### config.mk
export PLATFORM = sky130hd
export DESIGN_NAME = piecewise_linear_color_ramp
export DESIGN_NICKNAME = d
export VERILOG_FILES = /design/src/plcr_pkg.sv /design/src/plcr_ram.sv /design/src/plcr_div.sv /design/src/piecewise_linear_color_ramp.sv
export SDC_FILE = /design/constraint.sdc
export NUM_CORES = 2
export LEC_CHECK = 0
export ABC_AREA = 0
export BUFFER_PORTS_ARGS = -buffer_cell sky130_fd_sc_hd__buf_2
export CORE_MARGIN = 2
export CORE_UTILIZATION = 50
export CTS_CLUSTER_SIZE = 20
export DETAILED_ROUTE_END_ITERATION = 7
export PLACE_DENSITY = 0.69
export SYNTH_ARGS = -nofsm -noshare
export SYNTH_HDL_FRONTEND = slang
export SYNTH_SLANG_ARGS = --single-unit
### constraint.sdc
create_clock -name clk -period 11 [get_ports clk]
set_input_delay 0.55 -clock clk [delete_from_list [all_inputs] [get_ports clk]]
set_output_delay 0.55 -clock clk [all_outputs]
set_load 0.01 [all_outputs]
### src/plcr_pkg.sv
// Shared types and constants for the piecewise-linear color ramp.
// Used by plcr_ram users, plcr_div and piecewise_linear_color_ramp.
// No dependencies.
package plcr_pkg;

  localparam int MAX_POINTS    = 32;
  localparam int POSITION_BITS = 10;
  localparam int CHANNELS      = 3;

  localparam int LEVEL_BITS = 8;
  localparam int FRAC_BITS  = 8;
  localparam int HEIGHT     = 255;   // full-scale level
  localparam int COUNT_BITS = 6;
  localparam int CH_BITS    = 2;
  localparam int PIDX_BITS  = 5;     // width of the point_index field
  localparam int OUT_BITS   = 16;
  localparam int COUNT_MIN  = 2;

  localparam int IDX_BITS   = $clog2(MAX_POINTS);
  localparam int ENTRY_BITS = POSITION_BITS + LEVEL_BITS;
  localparam int RAM_DEPTH  = CHANNELS * MAX_POINTS;
  localparam int ADDR_BITS  = $clog2(RAM_DEPTH);

  // interpolation numerator: two level*distance products, summed, in Q.8
  localparam int PROD_BITS = LEVEL_BITS + POSITION_BITS;
  localparam int NUM_BITS  = PROD_BITS + 1 + FRAC_BITS;
  localparam int DIV_BITS  = NUM_BITS + (NUM_BITS % 2);
  localparam int DIV_STEPS = DIV_BITS / 2;
  localparam int STEP_BITS = $clog2(DIV_STEPS);
  localparam int REM_BITS  = POSITION_BITS + 1;

  // configuration register indexes
  localparam int REG_IDX_BITS = 2;
  localparam logic [REG_IDX_BITS-1:0] REG_COUNT_RED   = 2'd0;
  localparam logic [REG_IDX_BITS-1:0] REG_COUNT_GREEN = 2'd1;
  localparam logic [REG_IDX_BITS-1:0] REG_COUNT_BLUE  = 2'd2;

  // item kinds carried in tuser
  localparam logic OP_WRITE = 1'b0;
  localparam logic OP_QUERY = 1'b1;

  typedef struct packed {
    logic [POSITION_BITS-1:0] pos;
    logic [LEVEL_BITS-1:0]    lvl;
  } entry_t;

  // input tdata layout, first field (pad) in the high bits, channel in the low bits
  typedef struct packed {
    logic [4:0]                pad;
    logic [POSITION_BITS-1:0]  position;
    logic [LEVEL_BITS-1:0]     point_level;
    logic [POSITION_BITS-1:0]  point_position;
    logic [PIDX_BITS-1:0]      point_index;
    logic [CH_BITS-1:0]        channel;
  } in_data_t;

  localparam int IN_DATA_BITS = $bits(in_data_t);

  typedef enum logic [2:0] {
    S_IDLE,
    S_RD0,
    S_RDL,
    S_CHK,
    S_SCAN,
    S_MUL,
    S_DIV,
    S_DONE
  } state_t;

endpackage

### src/plcr_ram.sv
// Generic simple dual-port RAM: one write port, one read port, registered read.
// No dependencies.
module plcr_ram #(
  parameter int WIDTH = 8,
  parameter int DEPTH = 16
) (
  input  logic                     clk,
  input  logic                     we,
  input  logic [$clog2(DEPTH)-1:0] waddr,
  input  logic [WIDTH-1:0]         wdata,
  input  logic [$clog2(DEPTH)-1:0] raddr,
  output logic [WIDTH-1:0]         rdata
);

  logic [WIDTH-1:0] mem [DEPTH];

  always_ff @(posedge clk) begin
    if (we) begin
      mem[waddr] <= wdata;
    end
    rdata <= mem[raddr];
  end

endmodule

### src/plcr_div.sv
// Restoring divider, two quotient bits per cycle.
// Depends on plcr_pkg.
module plcr_div (
  input  logic                                clk,
  input  logic                                rst,
  input  logic                                start,
  input  logic [plcr_pkg::NUM_BITS-1:0]       dividend,
  input  logic [plcr_pkg::POSITION_BITS-1:0]  divisor,
  output logic                                done,
  output logic [plcr_pkg::OUT_BITS-1:0]       quotient
);

  logic                                busy;
  logic [plcr_pkg::STEP_BITS-1:0]      step;
  logic [plcr_pkg::DIV_BITS-1:0]       dvd;
  logic [plcr_pkg::POSITION_BITS-1:0]  dsr;
  logic [plcr_pkg::POSITION_BITS-1:0]  rem;

  logic [plcr_pkg::REM_BITS-1:0]       trial1, trial2;
  logic [plcr_pkg::POSITION_BITS-1:0]  rem1, rem2;
  logic                                qb1, qb2;

  always_comb begin
    trial1 = {rem, dvd[plcr_pkg::DIV_BITS-1]};
    qb1    = trial1 >= {1'b0, dsr};
    rem1   = qb1 ? plcr_pkg::POSITION_BITS'(trial1 - {1'b0, dsr})
                 : plcr_pkg::POSITION_BITS'(trial1);
    trial2 = {rem1, dvd[plcr_pkg::DIV_BITS-2]};
    qb2    = trial2 >= {1'b0, dsr};
    rem2   = qb2 ? plcr_pkg::POSITION_BITS'(trial2 - {1'b0, dsr})
                 : plcr_pkg::POSITION_BITS'(trial2);
  end

  always_ff @(posedge clk) begin
    if (rst) begin
      busy <= 1'b0;
      done <= 1'b0;
      step <= '0;
    end else begin
      if (start) begin
        busy <= 1'b1;
        step <= '0;
        done <= 1'b0;
      end else if (busy) begin
        step <= step + 1'b1;
        if (step == plcr_pkg::STEP_BITS'(plcr_pkg::DIV_STEPS - 1)) begin
          busy <= 1'b0;
          done <= 1'b1;
        end else begin
          done <= 1'b0;
        end
      end else begin
        done <= 1'b0;
      end
    end
  end

  always_ff @(posedge clk) begin
    if (start) begin
      dvd      <= plcr_pkg::DIV_BITS'(dividend);
      dsr      <= divisor;
      rem      <= '0;
      quotient <= '0;
    end else if (busy) begin
      dvd      <= {dvd[plcr_pkg::DIV_BITS-3:0], 2'b00};
      rem      <= rem2;
      // upper quotient bits are known zero, so they drop off the top
      quotient <= {quotient[plcr_pkg::OUT_BITS-3:0], qb1, qb2};
    end
  end

endmodule

### src/piecewise_linear_color_ramp.sv
// Piecewise-linear color ramp: breakpoint store, segment scan and Q8.8 interpolation.
// Depends on plcr_pkg, plcr_ram and plcr_div.
//
//  channel  | signals                         | payload
//  ---------+---------------------------------+------------------------------------------
//  input    | s_axis_tvalid/tready/tdata/tuser| tuser: op; tdata: channel, point_index,
//           |                                 |   point_position, point_level, position
//  output   | m_axis_tvalid/tready/tdata      | tdata: level (Q8.8)
//  config   | cfg_we/cfg_index/cfg_data       | count_red, count_green, count_blue
//
// A write is taken in the idle state. A query steps through accept, two table reads, range check,
// a scan of 1 to count-1 breakpoints and, when it interpolates, operand load, DIV_STEPS = 14
// divider steps and done, then the result.
// The scan rate is set by the single read port of the breakpoint RAM, one entry a cycle.
// Reset clears control state only and holds off the input; RAM contents are undefined.
// A finished result waits in the output register while the next item is taken.
module piecewise_linear_color_ramp (
  input  logic                                  clk,
  input  logic                                  rst,
  input  logic                                  cfg_we,
  input  logic [plcr_pkg::REG_IDX_BITS-1:0]     cfg_index,
  input  logic [plcr_pkg::COUNT_BITS-1:0]       cfg_data,
  input  logic                                  s_axis_tvalid,
  output logic                                  s_axis_tready,
  // channel, point_index, point_position, point_level, position (zero padded)
  input  logic [plcr_pkg::IN_DATA_BITS-1:0]     s_axis_tdata,
  // op
  input  logic [0:0]                            s_axis_tuser,
  output logic                                  m_axis_tvalid,
  input  logic                                  m_axis_tready,
  // level
  output logic [plcr_pkg::OUT_BITS-1:0]         m_axis_tdata
);

  plcr_pkg::state_t   state, state_next;
  plcr_pkg::in_data_t din;

  logic [plcr_pkg::COUNT_BITS-1:0]    count_red, count_green, count_blue;
  logic [plcr_pkg::COUNT_BITS-1:0]    count_sel, count_used;

  logic                               in_acc;
  logic                               wr_ok;
  logic [plcr_pkg::CH_BITS-1:0]       ch_q;
  logic [plcr_pkg::POSITION_BITS-1:0] x_q;
  logic [plcr_pkg::IDX_BITS-1:0]      last_q, k_q, rd_idx;
  logic                               ch_bad;

  logic                               ram_we;
  logic [plcr_pkg::ADDR_BITS-1:0]     ram_waddr, ram_raddr;
  plcr_pkg::entry_t                   ram_wdata, rd;

  plcr_pkg::entry_t                   prev_q, cur_q;
  logic [plcr_pkg::OUT_BITS-1:0]      res_q;

  logic                               scan_more, degenerate;
  logic                               out_free;

  logic                               div_start, div_done;
  logic [plcr_pkg::POSITION_BITS-1:0] seg_d, dist_r, dist_l;
  logic [plcr_pkg::PROD_BITS-1:0]     prod_l, prod_r;
  logic [plcr_pkg::NUM_BITS-1:0]      numer;
  logic [plcr_pkg::OUT_BITS-1:0]      quotient;

  assign din      = plcr_pkg::in_data_t'(s_axis_tdata);
  assign in_acc   = s_axis_tvalid && s_axis_tready;
  assign out_free = !m_axis_tvalid || m_axis_tready;
  assign ch_bad   = int'(din.channel) >= plcr_pkg::CHANNELS;
  assign wr_ok    = !ch_bad && (int'(din.point_index) < plcr_pkg::MAX_POINTS);

  // configuration registers
  always_ff @(posedge clk) begin
    if (rst) begin
      count_red   <= plcr_pkg::COUNT_BITS'(plcr_pkg::COUNT_MIN);
      count_green <= plcr_pkg::COUNT_BITS'(plcr_pkg::COUNT_MIN);
      count_blue  <= plcr_pkg::COUNT_BITS'(plcr_pkg::COUNT_MIN);
    end else if (cfg_we) begin
      case (cfg_index)
        plcr_pkg::REG_COUNT_RED:   count_red   <= cfg_data;
        plcr_pkg::REG_COUNT_GREEN: count_green <= cfg_data;
        plcr_pkg::REG_COUNT_BLUE:  count_blue  <= cfg_data;
        default: ;
      endcase
    end
  end

  always_comb begin
    case (din.channel)
      2'd0:    count_sel = count_red;
      2'd1:    count_sel = count_green;
      2'd2:    count_sel = count_blue;
      default: count_sel = count_red;
    endcase
    if (int'(count_sel) < plcr_pkg::COUNT_MIN) begin
      count_used = plcr_pkg::COUNT_BITS'(plcr_pkg::COUNT_MIN);
    end else if (int'(count_sel) > plcr_pkg::MAX_POINTS) begin
      count_used = plcr_pkg::COUNT_BITS'(plcr_pkg::MAX_POINTS);
    end else begin
      count_used = count_sel;
    end
  end

  // breakpoint store
  assign ram_wdata = '{pos: din.point_position, lvl: din.point_level};
  assign ram_waddr = plcr_pkg::ADDR_BITS'(int'(din.channel) * plcr_pkg::MAX_POINTS
                                          + int'(din.point_index));
  assign ram_raddr = plcr_pkg::ADDR_BITS'(int'(ch_q) * plcr_pkg::MAX_POINTS + int'(rd_idx));

  plcr_ram #(
    .WIDTH (plcr_pkg::ENTRY_BITS),
    .DEPTH (plcr_pkg::RAM_DEPTH)
  ) u_ram (
    .clk   (clk),
    .we    (ram_we),
    .waddr (ram_waddr),
    .wdata (ram_wdata),
    .raddr (ram_raddr),
    .rdata (rd)
  );

  // scan decisions on the entry just read
  assign scan_more  = (k_q < last_q) && (rd.pos < x_q);
  assign degenerate = (rd.pos <= prev_q.pos) || (x_q < prev_q.pos) || (x_q > rd.pos);

  // state register
  always_ff @(posedge clk) begin
    if (rst) begin
      state <= plcr_pkg::S_IDLE;
    end else begin
      state <= state_next;
    end
  end

  // next state
  always_comb begin
    state_next = state;
    case (state)
      plcr_pkg::S_IDLE: begin
        if (in_acc && s_axis_tuser[0] == plcr_pkg::OP_QUERY) begin
          state_next = ch_bad ? plcr_pkg::S_DONE : plcr_pkg::S_RD0;
        end
      end
      plcr_pkg::S_RD0: state_next = plcr_pkg::S_RDL;
      plcr_pkg::S_RDL: state_next = plcr_pkg::S_CHK;
      plcr_pkg::S_CHK: begin
        if (x_q <= prev_q.pos || x_q >= rd.pos) begin
          state_next = plcr_pkg::S_DONE;
        end else begin
          state_next = plcr_pkg::S_SCAN;
        end
      end
      plcr_pkg::S_SCAN: begin
        if (!scan_more) begin
          state_next = degenerate ? plcr_pkg::S_DONE : plcr_pkg::S_MUL;
        end
      end
      plcr_pkg::S_MUL: state_next = plcr_pkg::S_DIV;
      plcr_pkg::S_DIV: begin
        if (div_done) begin
          state_next = plcr_pkg::S_DONE;
        end
      end
      plcr_pkg::S_DONE: begin
        if (out_free) begin
          state_next = plcr_pkg::S_IDLE;
        end
      end
      default: state_next = plcr_pkg::S_IDLE;
    endcase
  end

  // state outputs
  always_comb begin
    s_axis_tready = 1'b0;
    ram_we        = 1'b0;
    div_start     = 1'b0;
    rd_idx        = '0;
    case (state)
      plcr_pkg::S_IDLE: begin
        s_axis_tready = !rst;
        ram_we        = in_acc && s_axis_tuser[0] == plcr_pkg::OP_WRITE && wr_ok;
      end
      plcr_pkg::S_RD0:  rd_idx = '0;
      plcr_pkg::S_RDL:  rd_idx = last_q;
      plcr_pkg::S_CHK:  rd_idx = plcr_pkg::IDX_BITS'(1);
      // read one entry ahead, never past the last one in use
      plcr_pkg::S_SCAN: rd_idx = (k_q < last_q) ? k_q + 1'b1 : k_q;
      plcr_pkg::S_MUL:  div_start = 1'b1;
      default: ;
    endcase
  end

  // datapath registers
  always_ff @(posedge clk) begin
    case (state)
      plcr_pkg::S_IDLE: begin
        if (in_acc) begin
          ch_q   <= din.channel;
          x_q    <= din.position;
          last_q <= plcr_pkg::IDX_BITS'(count_used - 1'b1);
          res_q  <= '0;
        end
      end
      plcr_pkg::S_RDL: prev_q <= rd;
      plcr_pkg::S_CHK: begin
        k_q <= plcr_pkg::IDX_BITS'(1);
        if (x_q <= prev_q.pos) begin
          res_q <= {prev_q.lvl, plcr_pkg::FRAC_BITS'(0)};
        end else begin
          res_q <= {rd.lvl, plcr_pkg::FRAC_BITS'(0)};
        end
      end
      plcr_pkg::S_SCAN: begin
        if (scan_more) begin
          prev_q <= rd;
          k_q    <= k_q + 1'b1;
        end else begin
          cur_q <= rd;
          res_q <= {rd.lvl, plcr_pkg::FRAC_BITS'(0)};
        end
      end
      plcr_pkg::S_DIV: begin
        if (div_done) begin
          res_q <= quotient;
        end
      end
      default: ;
    endcase
  end

  // interpolation numerator, rounded to nearest by adding half the segment length
  always_comb begin
    seg_d  = cur_q.pos - prev_q.pos;
    dist_r = cur_q.pos - x_q;
    dist_l = x_q - prev_q.pos;
    prod_l = plcr_pkg::PROD_BITS'(prev_q.lvl) * plcr_pkg::PROD_BITS'(dist_r);
    prod_r = plcr_pkg::PROD_BITS'(cur_q.lvl) * plcr_pkg::PROD_BITS'(dist_l);
    numer  = ((plcr_pkg::NUM_BITS'(prod_l) + plcr_pkg::NUM_BITS'(prod_r))
              << plcr_pkg::FRAC_BITS) + plcr_pkg::NUM_BITS'(seg_d >> 1);
  end

  plcr_div u_div (
    .clk      (clk),
    .rst      (rst),
    .start    (div_start),
    .dividend (numer),
    .divisor  (seg_d),
    .done     (div_done),
    .quotient (quotient)
  );

  // output register
  always_ff @(posedge clk) begin
    if (rst) begin
      m_axis_tvalid <= 1'b0;
    end else if (state == plcr_pkg::S_DONE && out_free) begin
      m_axis_tvalid <= 1'b1;
    end else if (m_axis_tready) begin
      m_axis_tvalid <= 1'b0;
    end
  end

  always_ff @(posedge clk) begin
    if (state == plcr_pkg::S_DONE && out_free) begin
      m_axis_tdata <= res_q;
    end
  end

  // checks
  a_div_nonzero: assert property (@(posedge clk) disable iff (rst)
    div_start |-> seg_d != '0)
    else $error("divider started on a zero-length segment");

  a_scan_bound: assert property (@(posedge clk) disable iff (rst)
    state == plcr_pkg::S_SCAN |-> k_q <= last_q)
    else $error("scan index beyond last breakpoint");

  a_div_owner: assert property (@(posedge clk) disable iff (rst)
    div_done |-> state == plcr_pkg::S_DIV)
    else $error("divider finished outside the divide state");

  a_level_range: assert property (@(posedge clk) disable iff (rst)
    state == plcr_pkg::S_DONE |->
      res_q <= plcr_pkg::OUT_BITS'(plcr_pkg::HEIGHT << plcr_pkg::FRAC_BITS))
    else $error("level above full scale");

endmodule

==> results.txt <==
----------------------------------------------------
[Global routing]
  Met1 Resource Use GR ... 34.4%
  Total global routing track utilization ... 25.2%
  First-pass GRT wire length ... 328 mm
  Pin count of the biggest net entering global routing ... 181
  Total overflow reported by the global router ... 0
  Busiest layer in global routing ... met2
  Met2 routing resource usage after global routing ... 40.8%
  Vias in the first global route ... 51800
  GRT met3 Usage ... 4.30%
  Number of antenna violations at the first check in global routing ... 12

[Route]
  Routed wire length ... 222 mm
  Residual DRC count ... 0
  Final ANT Viol Nets ... 0
  Overall via count from detail_route ... 53700
  Number of DRC violations after detailed-routing iteration 0 ... 6755
  Via count normalized by instance count ... 5.96
  First-pass detailed-route iteration total ... 8
  Routed wire per std cell ... 24.6 um

[Floorplan]
  Die X-Extent ... 416 um
  Std-Cell Rows ... 151
  Effective utilization at floorplan ... 50.2%
  Core box area ... 169000 um2
  Die footprint ... 173000 um2
  Ports ... 72
  Die height ... 416 um

[Logic synthesis]
  Number of flip-flops and latches in the synthesized netlist ... 1928
  Number of warnings issued by yosys ... 0
  Compound-gate portion of the synthesized area ... 4.61%
  Total standard cell area after synthesis ... 84900 um2
  Largest cells by area after synthesis ... edfxtp_1 (66%), nand2_1 (6.6%), mux2i_1 (4.4%)
  Adder and majority gate portion of the synthesized area ... 5.26%
  Xor-xnor portion of the synthesized cell area ... 0.645%
  Most common flop cell mapped by yosys ... edfxtp_1
  Most area-hungry cell type in the Yosys netlist ... edfxtp_1
  Share of Yosys cell area claimed by the top area cell type ... 65.6%
  Proportion of synthesized area in mux cells ... 4.57%
  Post-Synthesis Net Count ... 6928
  Combinational family with the most area after synthesis ... simple AND/OR/NAND/NOR gates
  Number of distinct library cells after synthesis ... 81
  Average cell area after synthesis ... 12.9 um2
  Async SR Flop Fraction ... 0%
  Sequential element share of the synthesized area ... 67.3%
  Share of synthesized cell area in and, or, nand and nor gates ... 14.6%
  Number of standard cells after synthesis ... 6595
  Number of synthesized flops with an enable pin ... 1855

[STA]
  RSZ-0062 raised after global routing ... false
  Number of hold-slack violations in the final timing report ... 0
  Final count of pins violating max slew ... 0
  Maximum achievable frequency ... 105 MHz
  Final worst path period share ... 87.0%
  Relative slew slack ... 18.2%
  Final TNS setup ... 0 ns
  Final min period ... 9.57 ns
  Worst Max-Slew Pin Slew ... 1.23 ns
  Final setup fails ... 0
  Post-route clock skew ... 0.0329 ns

[Setup path]
  Slowest CP cell ... nor2_1
  Max stage delay on crit path ... 0.60 ns
  Element type at the critical path end ... flop
  Worst path required time ... 11.67 ns
  Top fanout value on the critical path ... 8
  Arrival time at the worst endpoint ... 10.24 ns
  WS Path Type ... flop to flop
  Kind of start point of the critical path ... flop

[Clocking]
  # clock sinks ... 1928
  CTS tree ... done
  H-tree levels ... 4
  Worst skew pair latency ... 0.84 ns
  Number of buffers on the longest clock path ... 3
  Clock-pin slew on the worst setup and hold paths ... 0.06 ns
  Post_cts resized ... 0
  CTS Buf Count ... 186
  CTS Root Buffer Type ... clkbuf_16

[Final layout]
  Area growth, synth to finish ... 10.6%
  Filler cell count ... 13500
  Nets ... 6976
  Proportion of layout cells with a drive suffix above 1 ... 8.38%
  Final cell area excluding filler cells ... 93900 um2

[Place]
  Area after detailed placement ... 87800 um2
  Number of buffer cells added on primary ports ... 66
  RePlAce Congestion ... 0.896
  Estimated wirelength of the detail-placed design ... 130 mm

[Flow run]
  Count of maximum capacitance violations ... 0

[Status]
  Run status ... finished, final reports clean

[Hold path]
  Class of the tightest hold or removal check ... primary input to flop

----------------------------------------------------
[cells in the mapped netlist (all sizes together) (72+ instances only)]
library cell	count
nor2	203
nand4	88
nand3	688
a21oi	98
o21ai	73
a31oi	72
fa	130
inv	233
buf	197
mux2i	372
clkbuf	179
nand2	1499
and3	97
edfxtp	1855
and2	80
dfxtp	73
ha	149
[layout make-up]
| type | instances | area (um2) | area share, % |
|---|---|---|---|
| Antenna cell | 8 | 20.0 | 0.0213 |
| Sequential cell | 1928 | 57200 | 60.9 |
| Tap cell | 2218 | 2780 | 2.96 |
| Clock inverter | 102 | 881 | 0.938 |
| Multi-Input combinational cell | 4057 | 25400 | 27.0 |
| Timing Repair Buffer | 236 | 1850 | 1.97 |
| Clock buffer | 233 | 4960 | 5.28 |
| Inverter | 234 | 878 | 0.935 |
[worst max-delay path, delay by kind of cell, from the launching register on]
kind,cells,cell delay [ns]
simple gates,7,1.85
flops,1,0.52
xor+xnor,1,0.36
fa+ha+maj,8,3.66
buf+inv,6,0.32
compound gates,11,2.68
[worst paths after layout]
path	start	to	slack, ns	cells past startpoint
setup / recovery	x_q[1]	u_div.dvd[26]	1.43	33
hold / removal	m_axis_tready	m_axis_tvalid	0.09	4
setup reg to reg	x_q[1]	u_div.dvd[26]	1.43	33
hold reg to reg	res_q[4]	m_axis_tdata[4]	0.42	0
[registers in the layout (all words and copies together), names as in the netlist, 4 cells and up]
name and flops:
count_blue 6, count_green 6, count_red 6, cur_q 18, k_q 5, last_q 5
m_axis_tdata 16, prev_q 18, res_q 16, u_div.dsr 10, u_div.dvd 28, u_div.quotient 16
u_div.rem 10, u_div.step 4, u_ram.mem 1728, u_ram.rdata 18, x_q 10
[per-stage QoR]
stage	worst slack (ns)	util, %	cells	hold slack, ns
3_5_place_dp	1.47	52.0	8654	0.405
5_1_grt	0.548	55.5	9009	0.0593
6_report	1.43	55.5	9016	0.0854
4_1_cts	1.41	55.5	9008	0.0288
3_3_place_gp	1.67	52.0	8654	0.402
2_1_floorplan	2.61	-	6595	0.400
[cells by family (layout without fill, tap and decap cells)]
family,after synthesis,after routing
adder cells (fa/ha/maj),279,279
AO/OA/AOI/OAI,543,543
AND/OR/NAND/NOR,2788,2788
flip-flops,1928,1928
multiplexers,386,386
buffers and inverters,610,805
other,0,8
XOR/XNOR,61,61
[cell usage in the layout (no fill, tap or decap), types with 79 or more instances in the layout]
| master | synthesis | layout |
|---|---|---|
| a21oi_1 | 97 | 96 |
| and2_1 | 80 | 79 |
| and3_1 | 97 | 96 |
| buf_4 | 5 | 157 |
| clkbuf_16 | 0 | 191 |
| edfxtp_1 | 1855 | 1855 |
| fa_1 | 130 | 130 |
| ha_1 | 149 | 149 |
| inv_1 | 233 | 233 |
| mux2i_1 | 372 | 372 |
| nand2_1 | 1499 | 1499 |
| nand3_1 | 687 | 687 |
| nand4_1 | 88 | 88 |
| nor2_1 | 203 | 160 |
[per-layer routing]
metal / up-vias / share of wire, %
met5: - / 0.018
met1: 26700 / 39
met4: 8 / 3.6
li1: 24000 / -
met3: 398 / 9.2
met2: 2579 / 48
[repair_timing]
action,CTS,global route
setup buffers,0,0
endpoints found under the hold margin,32,0
hold buffers,19,0
Power is left out: the tool's default activity adds up to more than one toggle a clock period on the data nets, which glitch-free logic cannot reach.
